$ cat src/hw/rtl/tci_pkg.sv
// Shared types, constants and helpers for the tty canonical input queue.
// No dependencies; imported by every module of the block.
package tci_pkg;

  localparam int QUEUE_LEN = 256;
  localparam int PTR_W     = $clog2(QUEUE_LEN);

  localparam logic [7:0] NL_CODE   = 8'h0A;
  localparam logic [7:0] CR_CODE   = 8'h0D;
  localparam logic [7:0] MASK7     = 8'h7F;
  localparam logic [7:0] UPPER_LO  = 8'h41;
  localparam logic [7:0] UPPER_HI  = 8'h5A;
  localparam logic [7:0] LOWER_LO  = 8'h61;

  localparam logic [3:0] INFL_RST  = 4'd5;
  localparam logic [3:0] LOFL_RST  = 4'd7;
  localparam logic [7:0] ERASE_RST = 8'd8;
  localparam logic [7:0] EOL_RST   = 8'd10;

  typedef enum logic [1:0] {
    CFG_INPUT_FLAGS = 2'd0,
    CFG_LOCAL_FLAGS = 2'd1,
    CFG_ERASE_CHAR  = 2'd2,
    CFG_EOL_CHAR    = 2'd3
  } cfg_idx_t;

  typedef struct packed {
    logic       req_type;
    logic [7:0] rx_char;
  } tci_in_t;

  typedef struct packed {
    logic       echo_valid;
    logic [7:0] echo_char;
    logic       wake_reader;
    logic       read_valid;
    logic [7:0] read_char;
    logic       queue_empty;
    logic       line_ready;
    logic       overflow;
  } tci_out_t;

  typedef struct packed {
    logic       is_read;
    logic       is_erase;
    logic       do_echo;
    logic       wake_ok;
    logic [7:0] ch;
  } tci_cmd_t;

  typedef enum logic [1:0] {
    BK_IDLE,
    BK_POP,
    BK_LAST
  } back_state_t;

  function automatic logic [PTR_W-1:0] ptr_next(input logic [PTR_W-1:0] p);
    ptr_next = (p == PTR_W'(QUEUE_LEN - 1)) ? '0 : p + PTR_W'(1);
  endfunction

  function automatic logic [PTR_W-1:0] ptr_prev(input logic [PTR_W-1:0] p);
    ptr_prev = (p == '0) ? PTR_W'(QUEUE_LEN - 1) : p - PTR_W'(1);
  endfunction

endpackage

$ cat src/hw/rtl/tci_front.sv
// Front end: configuration registers, character transform and classification.
// Depends on tci_pkg.
module tci_front (
  input  logic             clk,
  input  logic             rst_n,
  input  logic             cfg_we,
  input  logic [1:0]       cfg_idx,
  input  logic [7:0]       cfg_wdata,
  input  tci_pkg::tci_in_t in_data,
  output tci_pkg::tci_cmd_t cmd,
  output logic [7:0]       eol_char
);
  import tci_pkg::*;

  logic [3:0] infl_r;
  logic [3:0] lofl_r;
  logic [7:0] erase_r;
  logic [7:0] eol_r;
  logic [7:0] c0;
  logic [7:0] c1;
  logic [7:0] c2;
  logic       canon;

  always_ff @(posedge clk) begin
    if (!rst_n) begin
      infl_r  <= INFL_RST;
      lofl_r  <= LOFL_RST;
      erase_r <= ERASE_RST;
      eol_r   <= EOL_RST;
    end else if (cfg_we) begin
      case (cfg_idx_t'(cfg_idx))
        CFG_INPUT_FLAGS: infl_r  <= cfg_wdata[3:0];
        CFG_LOCAL_FLAGS: lofl_r  <= cfg_wdata[3:0];
        CFG_ERASE_CHAR:  erase_r <= cfg_wdata;
        CFG_EOL_CHAR:    eol_r   <= cfg_wdata;
        default: ;
      endcase
    end
  end

  always_comb begin
    c0 = infl_r[0] ? (in_data.rx_char & MASK7) : in_data.rx_char;
    if (c0 == NL_CODE && infl_r[1]) begin
      c1 = CR_CODE;
    end else if (c0 == CR_CODE && infl_r[2]) begin
      c1 = NL_CODE;
    end else begin
      c1 = c0;
    end
    if (infl_r[3] && c1 >= UPPER_LO && c1 <= UPPER_HI) begin
      c2 = c1 - UPPER_LO + LOWER_LO;
    end else begin
      c2 = c1;
    end
  end

  assign canon        = lofl_r[0];
  assign cmd.is_read  = in_data.req_type;
  assign cmd.is_erase = canon && lofl_r[2] && (c2 == erase_r);
  assign cmd.do_echo  = lofl_r[1] || (lofl_r[3] && c2 == NL_CODE);
  assign cmd.wake_ok  = !canon || c2 == NL_CODE || c2 == eol_r;
  assign cmd.ch       = c2;
  assign eol_char     = eol_r;

endmodule

$ cat src/hw/rtl/tci_cmd_fifo.sv
// Two-entry command queue between front end and ring back end.
// Depends on tci_pkg.
module tci_cmd_fifo (
  input  logic               clk,
  input  logic               rst_n,
  input  logic               push,
  input  tci_pkg::tci_cmd_t  din,
  input  logic               pop,
  output tci_pkg::tci_cmd_t  dout,
  output logic               empty,
  output logic               full
);
  import tci_pkg::*;

  tci_cmd_t   ent_r [2];
  logic       wr_ptr_r;
  logic       wr_ptr_nxt;
  logic       rd_ptr_r;
  logic       rd_ptr_nxt;
  logic [1:0] cnt_r;
  logic [1:0] cnt_nxt;
  logic       do_push;
  logic       do_pop;

  assign empty   = (cnt_r == 2'd0);
  assign full    = (cnt_r == 2'd2);
  assign do_push = push && !full;
  assign do_pop  = pop && !empty;
  assign dout    = ent_r[rd_ptr_r];

  always_comb begin
    wr_ptr_nxt = do_push ? ~wr_ptr_r : wr_ptr_r;
    rd_ptr_nxt = do_pop ? ~rd_ptr_r : rd_ptr_r;
    cnt_nxt    = cnt_r + {1'b0, do_push} - {1'b0, do_pop};
  end

  always_ff @(posedge clk) begin
    if (!rst_n) begin
      wr_ptr_r <= 1'b0;
      rd_ptr_r <= 1'b0;
      cnt_r    <= 2'd0;
    end else begin
      wr_ptr_r <= wr_ptr_nxt;
      rd_ptr_r <= rd_ptr_nxt;
      cnt_r    <= cnt_nxt;
    end
  end

  always_ff @(posedge clk) begin
    if (do_push) begin
      ent_r[wr_ptr_r] <= din;
    end
  end

endmodule

$ cat src/hw/rtl/tci_back.sv
// Back end: character ring memory, head/tail pointers, result register.
// Depends on tci_pkg.
module tci_back (
  input  logic              clk,
  input  logic              rst_n,
  input  logic              cmd_valid,
  input  tci_pkg::tci_cmd_t cmd,
  input  logic [7:0]        eol_char,
  output logic              cmd_pop,
  output logic              out_valid,
  output tci_pkg::tci_out_t out_data
);
  import tci_pkg::*;

  logic [7:0]       mem [QUEUE_LEN];
  logic [7:0]       rd_data_r;
  logic [PTR_W-1:0] rd_addr;
  logic             wr_en;

  back_state_t      state_r;
  back_state_t      state_nxt;
  logic [PTR_W-1:0] head_r;
  logic [PTR_W-1:0] head_nxt;
  logic [PTR_W-1:0] tail_r;
  logic [PTR_W-1:0] tail_nxt;
  logic [7:0]       last_r;
  logic [7:0]       last_nxt;
  tci_cmd_t         hold_r;
  tci_cmd_t         hold_nxt;
  logic             out_valid_r;
  logic             out_valid_nxt;
  tci_out_t         out_data_r;
  tci_out_t         out_data_nxt;

  logic             ring_empty;
  logic             ring_full;
  logic [PTR_W-1:0] tail_inc;
  logic [PTR_W-1:0] tail_dec;
  logic [PTR_W-1:0] tail_dec2;
  logic [PTR_W-1:0] head_inc;

  function automatic logic line_end(input logic [7:0] c, input logic [7:0] eol);
    line_end = (c == NL_CODE) || (c == eol);
  endfunction

  assign ring_empty = (head_r == tail_r);
  assign tail_inc   = ptr_next(tail_r);
  assign tail_dec   = ptr_prev(tail_r);
  assign tail_dec2  = ptr_prev(tail_dec);
  assign head_inc   = ptr_next(head_r);
  assign ring_full  = (tail_inc == head_r);
  assign cmd_pop    = (state_r == BK_IDLE) && cmd_valid;

  always_comb begin
    state_nxt = state_r;
    case (state_r)
      BK_IDLE: begin
        if (cmd_valid) begin
          if (cmd.is_read && !ring_empty) begin
            state_nxt = BK_POP;
          end else if (!cmd.is_read && cmd.is_erase && !ring_empty && tail_dec != head_r) begin
            state_nxt = BK_LAST;
          end
        end
      end
      BK_POP:  state_nxt = BK_IDLE;
      BK_LAST: state_nxt = BK_IDLE;
      default: state_nxt = BK_IDLE;
    endcase
  end

  always_comb begin
    head_nxt      = head_r;
    tail_nxt      = tail_r;
    last_nxt      = last_r;
    hold_nxt      = hold_r;
    wr_en         = 1'b0;
    rd_addr       = head_r;
    out_valid_nxt = 1'b0;
    out_data_nxt  = '0;
    case (state_r)
      BK_IDLE: begin
        if (cmd_valid) begin
          hold_nxt = cmd;
          if (cmd.is_read) begin
            if (ring_empty) begin
              out_valid_nxt            = 1'b1;
              out_data_nxt.queue_empty = 1'b1;
            end
          end else if (cmd.is_erase) begin
            if (ring_empty) begin
              out_valid_nxt            = 1'b1;
              out_data_nxt.queue_empty = 1'b1;
            end else begin
              tail_nxt = tail_dec;
              if (tail_dec == head_r) begin
                out_valid_nxt            = 1'b1;
                out_data_nxt.echo_valid  = cmd.do_echo;
                out_data_nxt.echo_char   = cmd.do_echo ? cmd.ch : '0;
                out_data_nxt.queue_empty = 1'b1;
              end else begin
                rd_addr = tail_dec2;
              end
            end
          end else if (ring_full) begin
            out_valid_nxt           = 1'b1;
            out_data_nxt.overflow   = 1'b1;
            out_data_nxt.line_ready = line_end(last_r, eol_char);
          end else begin
            wr_en                    = 1'b1;
            tail_nxt                 = tail_inc;
            last_nxt                 = cmd.ch;
            out_valid_nxt            = 1'b1;
            out_data_nxt.echo_valid  = cmd.do_echo;
            out_data_nxt.echo_char   = cmd.do_echo ? cmd.ch : '0;
            out_data_nxt.wake_reader = cmd.wake_ok;
            out_data_nxt.line_ready  = line_end(cmd.ch, eol_char);
          end
        end
      end
      BK_POP: begin
        head_nxt                 = head_inc;
        out_valid_nxt            = 1'b1;
        out_data_nxt.read_valid  = 1'b1;
        out_data_nxt.read_char   = rd_data_r;
        out_data_nxt.queue_empty = (head_inc == tail_r);
        out_data_nxt.line_ready  = (head_inc != tail_r) && line_end(last_r, eol_char);
      end
      BK_LAST: begin
        last_nxt                = rd_data_r;
        out_valid_nxt           = 1'b1;
        out_data_nxt.echo_valid = hold_r.do_echo;
        out_data_nxt.echo_char  = hold_r.do_echo ? hold_r.ch : '0;
        out_data_nxt.line_ready = line_end(rd_data_r, eol_char);
      end
      default: ;
    endcase
  end

  always_ff @(posedge clk) begin
    if (!rst_n) begin
      state_r     <= BK_IDLE;
      head_r      <= '0;
      tail_r      <= '0;
      out_valid_r <= 1'b0;
    end else begin
      state_r     <= state_nxt;
      head_r      <= head_nxt;
      tail_r      <= tail_nxt;
      out_valid_r <= out_valid_nxt;
    end
  end

  always_ff @(posedge clk) begin
    last_r     <= last_nxt;
    hold_r     <= hold_nxt;
    out_data_r <= out_data_nxt;
  end

  always_ff @(posedge clk) begin
    if (wr_en) begin
      mem[tail_r] <= cmd.ch;
    end
    rd_data_r <= mem[rd_addr];
  end

  assign out_valid = out_valid_r;
  assign out_data  = out_data_r;

endmodule

$ cat src/hw/rtl/tty_canonical_input_queue.sv
// Top level of the tty canonical input queue: front end, command queue, ring back end.
// Depends on tci_pkg, tci_front, tci_cmd_fifo, tci_back.
// Results pass the command queue and the back-end result register; a read or an erase
// that needs the ring memory read port also passes the ring read data register.
// The queue takes one item per cycle unless busy; the back end pops only when idle.
// Reset (rst_n low, synchronous): ring empty, registers to defaults, busy high.
module tty_canonical_input_queue (
  input  logic              clk,
  input  logic              rst_n,
  input  logic              start,
  output logic              busy,
  input  tci_pkg::tci_in_t  in_data,
  output logic              out_valid,
  output tci_pkg::tci_out_t out_data,
  input  logic              cfg_we,
  input  logic [1:0]        cfg_idx,
  input  logic [7:0]        cfg_wdata
);
  import tci_pkg::*;

  tci_cmd_t   front_cmd;
  tci_cmd_t   q_cmd;
  logic [7:0] eol_char;
  logic       q_empty;
  logic       q_full;
  logic       q_pop;

  assign busy = q_full || !rst_n;

  tci_front u_front (
    .clk       (clk),
    .rst_n     (rst_n),
    .cfg_we    (cfg_we),
    .cfg_idx   (cfg_idx),
    .cfg_wdata (cfg_wdata),
    .in_data   (in_data),
    .cmd       (front_cmd),
    .eol_char  (eol_char)
  );

  tci_cmd_fifo u_fifo (
    .clk   (clk),
    .rst_n (rst_n),
    .push  (start && !busy),
    .din   (front_cmd),
    .pop   (q_pop),
    .dout  (q_cmd),
    .empty (q_empty),
    .full  (q_full)
  );

  tci_back u_back (
    .clk       (clk),
    .rst_n     (rst_n),
    .cmd_valid (!q_empty),
    .cmd       (q_cmd),
    .eol_char  (eol_char),
    .cmd_pop   (q_pop),
    .out_valid (out_valid),
    .out_data  (out_data)
  );

endmodule

$ cat config.mk
export PLATFORM = sky130hd
export DESIGN_NAME = tty_canonical_input_queue
export DESIGN_NICKNAME = d
export VERILOG_FILES = /design/src/hw/rtl/tci_pkg.sv /design/src/hw/rtl/tci_front.sv /design/src/hw/rtl/tci_cmd_fifo.sv /design/src/hw/rtl/tci_back.sv /design/src/hw/rtl/tty_canonical_input_queue.sv
export SDC_FILE = /design/constraint.sdc
export NUM_CORES = 2
export LEC_CHECK = 0
export ABC_AREA = 1
export BUFFER_PORTS_ARGS = -buffer_cell sky130_fd_sc_hd__buf_2
export CAP_MARGIN = 15
export CORE_ASPECT_RATIO = 1.4
export CORE_MARGIN = 2
export CORE_UTILIZATION = 44
export DETAILED_ROUTE_END_ITERATION = 10
export PLACE_DENSITY = 0.67
export SLEW_MARGIN = 20
export SYNTH_ARGS = -nofsm -noshare
export SYNTH_HDL_FRONTEND = slang
export SYNTH_SLANG_ARGS = --single-unit
$ cat constraint.sdc
create_clock -name clk -period 6.85 [get_ports clk]
set_input_delay 0 -clock clk [delete_from_list [all_inputs] [get_ports clk]]
set_output_delay 0 -clock clk [all_outputs]
set_load 0.01 [all_outputs]
# [Word level (Yosys, flattened, before mapping)]
# Memories as Yosys holds them, arrays and structs flattened. A register that Yosys moved wholly into a read port is not among the register bits.
# Cells that the tools add are included.
[word_totals] register_bits=86 mem_bits_rw=2072 inputBits=23 out_inout_bits=24 word_cells=181 memories=2
[classes] addsub=8 magnitude_cmp=2 n_eq_ne=31 n_mux=62 bitwise=5 reduce_logical=49
[mem_list] name="u_back.mem" depth=256 width=8 rd=1 rd_ports_with_merged_regs=1 write_ports=1 line="tci_back.sv:15" rtl="logic [7:0] mem [QUEUE_LEN];"
[mem_list] name="u_fifo.ent_r" depth=2 width=12 rd=1 rd_ports_with_merged_regs=1 write_ports=1 line="tci_cmd_fifo.sv:15" rtl="tci_cmd_t ent_r [2];"
[op_table] operator="two-way mux 8 bit" n=23
[op_table] operator="equality test 8 bit" n=9
[op_table] operator="equality test 8 x 4 -> 1 bit (second input constant)" n=6
[op_table] operator="two-way mux 9 bit" n=4
[op_table] operator="two-way mux 10 bit" n=3
[op_table] operator="two-way mux 1 bit" n=22
[op_table] operator="one-hot mux 9 bit (2 select lines)" n=1
[op_table] operator="adder 8 x 1 -> 8 bit (second input constant)" n=2
[op_table] operator="equality test 8 bit (second input constant)" n=2
[op_table] operator="logical AND 1 bit" n=16
[op_table] operator="zero test 8 bit" n=2
[op_table] operator="!= test 8 bit" n=2
[op_table] operator="one-hot mux 8 bit (2 select lines)" n=1
[op_table] operator="subtractor 8 x 1 -> 8 bit (second input constant)" n=2
[op_table] operator="AND reduction 2 bit" n=7
[op_table] operator="!= test 2 bit (second input constant)" n=5
[op_table] operator="AND reduction 5 bit" n=2
[op_table] operator="adder 8 x 7 -> 8 bit (second input constant)" n=1
[op_table] operator="equality test 2 bit (second input constant)" n=4
[op_table] operator="greater-or-equal comparator 8 x 7 -> 1 bit (second input constant)" n=1
[op_table] operator="<= comparator 8 x 7 -> 1 bit (second input constant)" n=1
[op_table] operator="two-way mux 2 bit" n=4
[op_table] operator="subtractor 8 x 7 -> 8 bit (second input constant)" n=1
[op_table] operator="zero test 1 bit" n=7
[op_table] operator="other kinds (14)" n=29

# [Longest topological paths before layout]
[depth] ltp_word=12 mapped_depth=27 mapped_depth_nobuf=24

# [Modules after synthesis]
# A second synthesis with hierarchy kept.
[unflattened] cells_unflattened=9319 area_unflattened_um2=95343.9
[modules_own_cells] module="tci_back" instances=1 cells_per_inst=9029 area_per_inst_um2=92696.4 seq_area_each_um2=62990.4
[modules_own_cells] module="tci_front" instances=1 cells_per_inst=210 area_per_inst_um2=1471.4 seq_area_each_um2=480.5
[modules_own_cells] module="tci_cmd_fifo" instances=1 cells_per_inst=75 area_per_inst_um2=1152.4 seq_area_each_um2=820.8
[modules_own_cells] module="tty_canonical_input_queue" instances=1 cells_per_inst=5 area_per_inst_um2=23.8 seq_area_each_um2=0.0

# [Worst setup path after synthesis]
# OpenSTA, ideal clock, no wires.
[synth_path] path_type="reg-to-reg" from="register (tool-made name)" to="register u_back.out_data_r, in the netlist u_back.out_data[1]" setup_time_ns=0.081 arrival_time_ns=4.655 required_ns=6.769 setup_slack_ns=2.114 stages_incl_launch_ff=9 n_path_buf=2 period_less_slack_ns=4.736 cell_sequence="dfxtp_1 -> clkbuf_1 -> clkbuf_1 -> o21ai_0 -> inv_1 -> nand4_1 -> o22ai_1 -> nand2_1 -> a41oi_1"
[synth_rtl] element="end signal, assigned" line="tci_back.sv:157" rtl="out_data_r <= out_data_nxt;"
[synth_rtl] element="end, declared" line="tci_back.sv:32" rtl="tci_out_t out_data_r;"

# [Final worst setup path]
[layout_path] from="register u_back.tail_r[0]" to="register u_back.rd_data_r[0] (read register of u_back.mem)"
[layout_via] elab_chain_len=10 word_cells_on_any_way=14 classes_between="add/sub: 2; eq/ne: 2; mux: 8; reduce/logical: 2"
[layout_rtl] element="start, declared" line="tci_back.sv:24" rtl="logic [PTR_W-1:0] tail_r;"
[layout_rtl] element="start signal, assigned" line="tci_back.sv:149" rtl="tail_r <= tail_nxt;"
[layout_rtl] element="subtractor 8 x 1 -> 8 bit or zero test 8 bit (tied branches)" line="tci_pkg.sv:62" rtl="ptr_prev = (p == '0) ? PTR_W'(QUEUE_LEN - 1) : p - PTR_W'(1);"
[layout_rtl] element="two-way mux 8 bit" line="tci_pkg.sv:62"
[layout_rtl] element="subtractor 8 x 1 -> 8 bit or zero test 8 bit (tied branches)" line="tci_pkg.sv:62"
[layout_rtl] element="two-way mux 8 bit" line="tci_pkg.sv:62"
[layout_rtl] element="two-way mux 8 bit" line="tci_back.sv:96" rtl="if (tail_dec == head_r) begin"
[layout_rtl] element="two-way mux 8 bit (*)" line="tci_back.sv:91" rtl="if (ring_empty) begin"
[layout_rtl] element="two-way mux 8 bit (*)" line="tci_back.sv:90" rtl="end else if (cmd.is_erase) begin"
[layout_rtl] element="two-way mux 8 bit (*)" line="tci_back.sv:85" rtl="if (cmd.is_read) begin"
[layout_rtl] element="two-way mux 8 bit (*)" line="tci_back.sv:83" rtl="if (cmd_valid) begin"
[layout_rtl] element="two-way mux 8 bit (*)" line="tci_back.sv:81" rtl="case (state_r)"
[layout_rtl] element="end, declared" line="tci_back.sv:16" rtl="logic [7:0] rd_data_r;"
# Mark *: on every way between the ends. The rest lies on a longest branch, timed or not.
# A chain may end at the register's enable or synchronous reset.

==> run metrics <==
critical path class=reg -> reg; Die Outline Area=between 0.2 and 0.25 mm²; clock latency on the worst-skew pair=approximately 0.87 ns; width of the chip=396 µm; antenna-violating nets left=0; net total in the final layout=9227; DRC viols=0; Peak supply drop=0.000519 V; synthesized area per cell=slightly above 10 µm²; share of synthesized registers carrying an async set or reset=0%; fraction of synthesized cell area taken by the top area cell type=approximately two thirds; cell at the slowest stage of the critical path=nand2_8; TritonCTS Buffers=approximately 190; cell area power density=just over 400 mW/mm²; count of flip-flops with a built-in enable after synthesis=2089; unrepaired setup endpoints after global routing=false; instance count after placement with tap cells included=around 12000; Port Buffer Count=46; first-pass iteration count of the detailed router=6; final HPWL from detailed placement=~150000 µm; leakage power figure=roughly 42 nW; via density per instance=about 5.3; worst slew pin tran=1.06 ns; crit share post-route=85.5%; worst hold path class=in -> reg; TritonCTS clock tree=yes; die boundary height=approximately 550 µm; signed area change from the synthesized netlist to the final layout=10.1%; wire length after detailed routing=between 200000 and 300000 µm; Syn Nets=approximately 9300; Routability Congestion=0.953; wire per inst=between 20 and 25 µm; sink count of the clock tree=roughly 2200; post-placement setup slack=between 1 and 1.5 ns; buffer type at the clock tree root=clkbuf_16; fraction of the yosys area taken by sequential cells=67.8%; least setup slack across all paths after layout=between 0.9 and 1 ns; Core Box Area=0.214 mm²; fraction of final layout cells with drive strength greater than 1=~5.3%; CP Data Arrival Time=between 6 and 7 ns; num ports=47; flops & latches, synth=roughly 2200; level count of the clock H-tree=4; All-Layer GR Usage=23.1%; total number of vias=approximately 65000; first-pass GRT wire length=approximately 390000 µm; most frequently used flop master after synthesis=edfxtp_1; CP max FO=about 100; maximum achievable frequency=around 170 MHz; Final setup viols=0; number of global-route vias before repair=63400; run status=completed; count of pins over their slew limit=0; standard-cell rows=201; number of maximum-capacitance violations=0; post-synthesis cell count=~9300; Fin. Hold Viols=0; final sum of negative setup slack=0 ns; data required time of the critical path=about 7.6 ns; Util after Layout=between 40 and 50%; Starting Density=44.2%; delay of the slowest cell on the worst path=about 0.59 ns; total overflow reported by the global router=0; largest area contributor in the netlist=edfxtp_1; number of warning messages in the yosys log=0; endpoint kind of the worst setup timing path=register; maximum buffer depth of the clock tree=4; crit path time final=slightly below 6 ns; clock input transition at the sequential cells of the worst setup and hold paths=roughly 0.070 ns; Relative slew margins=a little over a quarter; Unique masters post-synth=46; sequence of cells on the critical path=inv_2 -> ha_1 -> nand2_2 -> nor2_1 -> nor2_1 -> nand2_1 -> nand2_1 -> nand2_1 -> nor2_1 -> nand3_2 -> nand2_2 -> nand2_1 -> nand2_8 -> buf_12 -> buf_12 -> nand2_1 -> nand3_1 -> nand3_1 -> nand3_1 -> nand3_1 -> nand3_1 -> nand3_1 -> nand3_1 -> nand2_1; antenna violations before repair=6; post-synthesis instance area=~0.095 mm²; maximum number of pins on one net before global-route repair=159; first-iteration detailed-routing DRC count=between 7000 and 8000; cell repeated most along the worst path=nand3_1; leading post-synthesis cells by cell area=edfxtp_1 (66%), nand2_1 (11%), nand3_1 (9.4%); Setup crit start kind=register; clock skew after layout=roughly 0.053 ns; non-filler instance count after layout=12200
==> power breakdown <==
| group | internal, mW | switching, mW | leakage (nW) |
|---|---|---|---|
| Clock | 5.90 | 4.74 | 2.90 |
| Combinational | 4.02 | 12.1 | 19.6 |
| Sequential | 15.9 | 0.216 | 19.4 |
==> flip-flops by register name, summed over array words and instances, names as in the netlist, 8 cells and up, named ones only <==
signal            flops
u_back.mem         2048
u_fifo.ent_r         24
u_back.out_data      22
u_back.hold_r         9
u_back.head_r         8
u_back.last_r         8
u_back.rd_data_r      8
u_back.tail_r         8
u_front.eol_char      8
u_front.erase_r       8
==> cells in the mapped netlist (4+ instances only) <==
| master | n |
|---|---|
| nand2_1 | 2717 |
| buf_1 | 20 |
| nor2_2 | 5 |
| nor3_1 | 11 |
| edfxtp_1 | 2089 |
| xor2_1 | 31 |
| nor4_1 | 8 |
| nand2_4 | 4 |
| a211oi_1 | 6 |
| buf_4 | 36 |
| inv_2 | 13 |
| ha_1 | 14 |
| nand2_2 | 6 |
| o21ai_0 | 74 |
| nor2_1 | 344 |
| a31oi_1 | 4 |
| nand4_1 | 18 |
| a21oi_1 | 32 |
| dfxtp_1 | 78 |
| clkbuf_1 | 117 |
| buf_2 | 331 |
| o211ai_1 | 59 |
| o21ai_1 | 5 |
| nand3_1 | 1775 |
| xnor2_1 | 12 |
| inv_1 | 1426 |
| buf_6 | 4 |
==> per-stage QoR <==
| step | hold WS, ns | total power [mW] | instance area (µm²) |
|---|---|---|---|
| CTS | 0.000766 | 42.7 | 104000 |
| global route | 0.0451 | 44.5 | 104000 |
| finish | 0.0318 | 42.9 | 104000 |
| global placement | 0.195 | 32.1 | 97700 |
| floorplan | 0.0989 | 26.4 | 94800 |
| detailed placement | 0.203 | 32.2 | 97700 |
==> final cells by class <==
| type | instances | area, µm² |
|---|---|---|
| multi-input combinational | 5156 | 22700 |
| tap | 2842 | 3560 |
| clock buffer | 241 | 5140 |
| antenna | 4 | 10.0 |
| fill | 18900 | 110000 |
| clock inverter | 93 | 870 |
| timing repair buffer | 231 | 2290 |
| inverter | 1440 | 5480 |
| sequential | 2167 | 64300 |
==> logic make-up after synthesis <==
kind of cell | after synthesis | share of synthesized area (%)
muxes | 2 | 0.0224
DFF | 2167 | 67.8
AOI/OAI and AO/OA | 196 | 1.27
and+or+nand+nor | 4901 | 22.0
xor gates and xnor gates | 43 | 0.397
buffers and inverters | 1949 | 8.33
adders and majority gates | 14 | 0.185
==> critical path: cells and delay by family, from the launching register on <==
family	cells	cell delay (ns)
buffers and inverters	3	0.88
and+or+nand+nor	20	3.86
adders and majority gates	1	0.27
DFF	1	0.58
==> placed cells by master, fill, tap and decap left out, types with 13 or more instances in the layout <==
| master | n |
|---|---|
| nand2_1 | 2709 |
| dfxtp_1 | 78 |
| buf_2 | 46 |
| xor2_1 | 31 |
| clkinv_1 | 38 |
| clkinv_2 | 24 |
| clkbuf_16 | 198 |
| nand2_2 | 13 |
| nand3_1 | 1771 |
| buf_4 | 83 |
| buf_12 | 42 |
| bufinv_16 | 16 |
| nor2_1 | 341 |
| o211ai_1 | 59 |
| nand4_1 | 18 |
| ha_1 | 14 |
| a21oi_1 | 32 |
| o21ai_0 | 71 |
| dlygate4sd3_1 | 60 |
| inv_1 | 1416 |
| clkbuf_1 | 41 |
| edfxtp_1 | 2089 |
==> metal layers <==
layer	track usage, %	share of wire [%]
met5	0	0.010
met4	13.1	6.2
met3	3.33	7.7
met2	39.6	49
met1	27.9	37
==> repair_timing <==
action,CTS,global route
setup buffers,0,0
resized for setup,0,0
hold buffers,60,0
endpoints found under the hold margin,90,0
==> worst paths after layout <==
path / from / endpoint / slack [ns] / depth (start not counted)
max: u_back.tail_r[0] / u_back.rd_data_r[0] / 0.99 / 24
max reg2reg: u_back.tail_r[0] / u_back.rd_data_r[0] / 0.99 / 24
min reg2reg: u_fifo.rd_ptr_r / register / 0.45 / 1
min: cfg_wdata[2] / u_front.eol_char[2] / 0.03 / 4
Power figures use the tool's default switching activity.
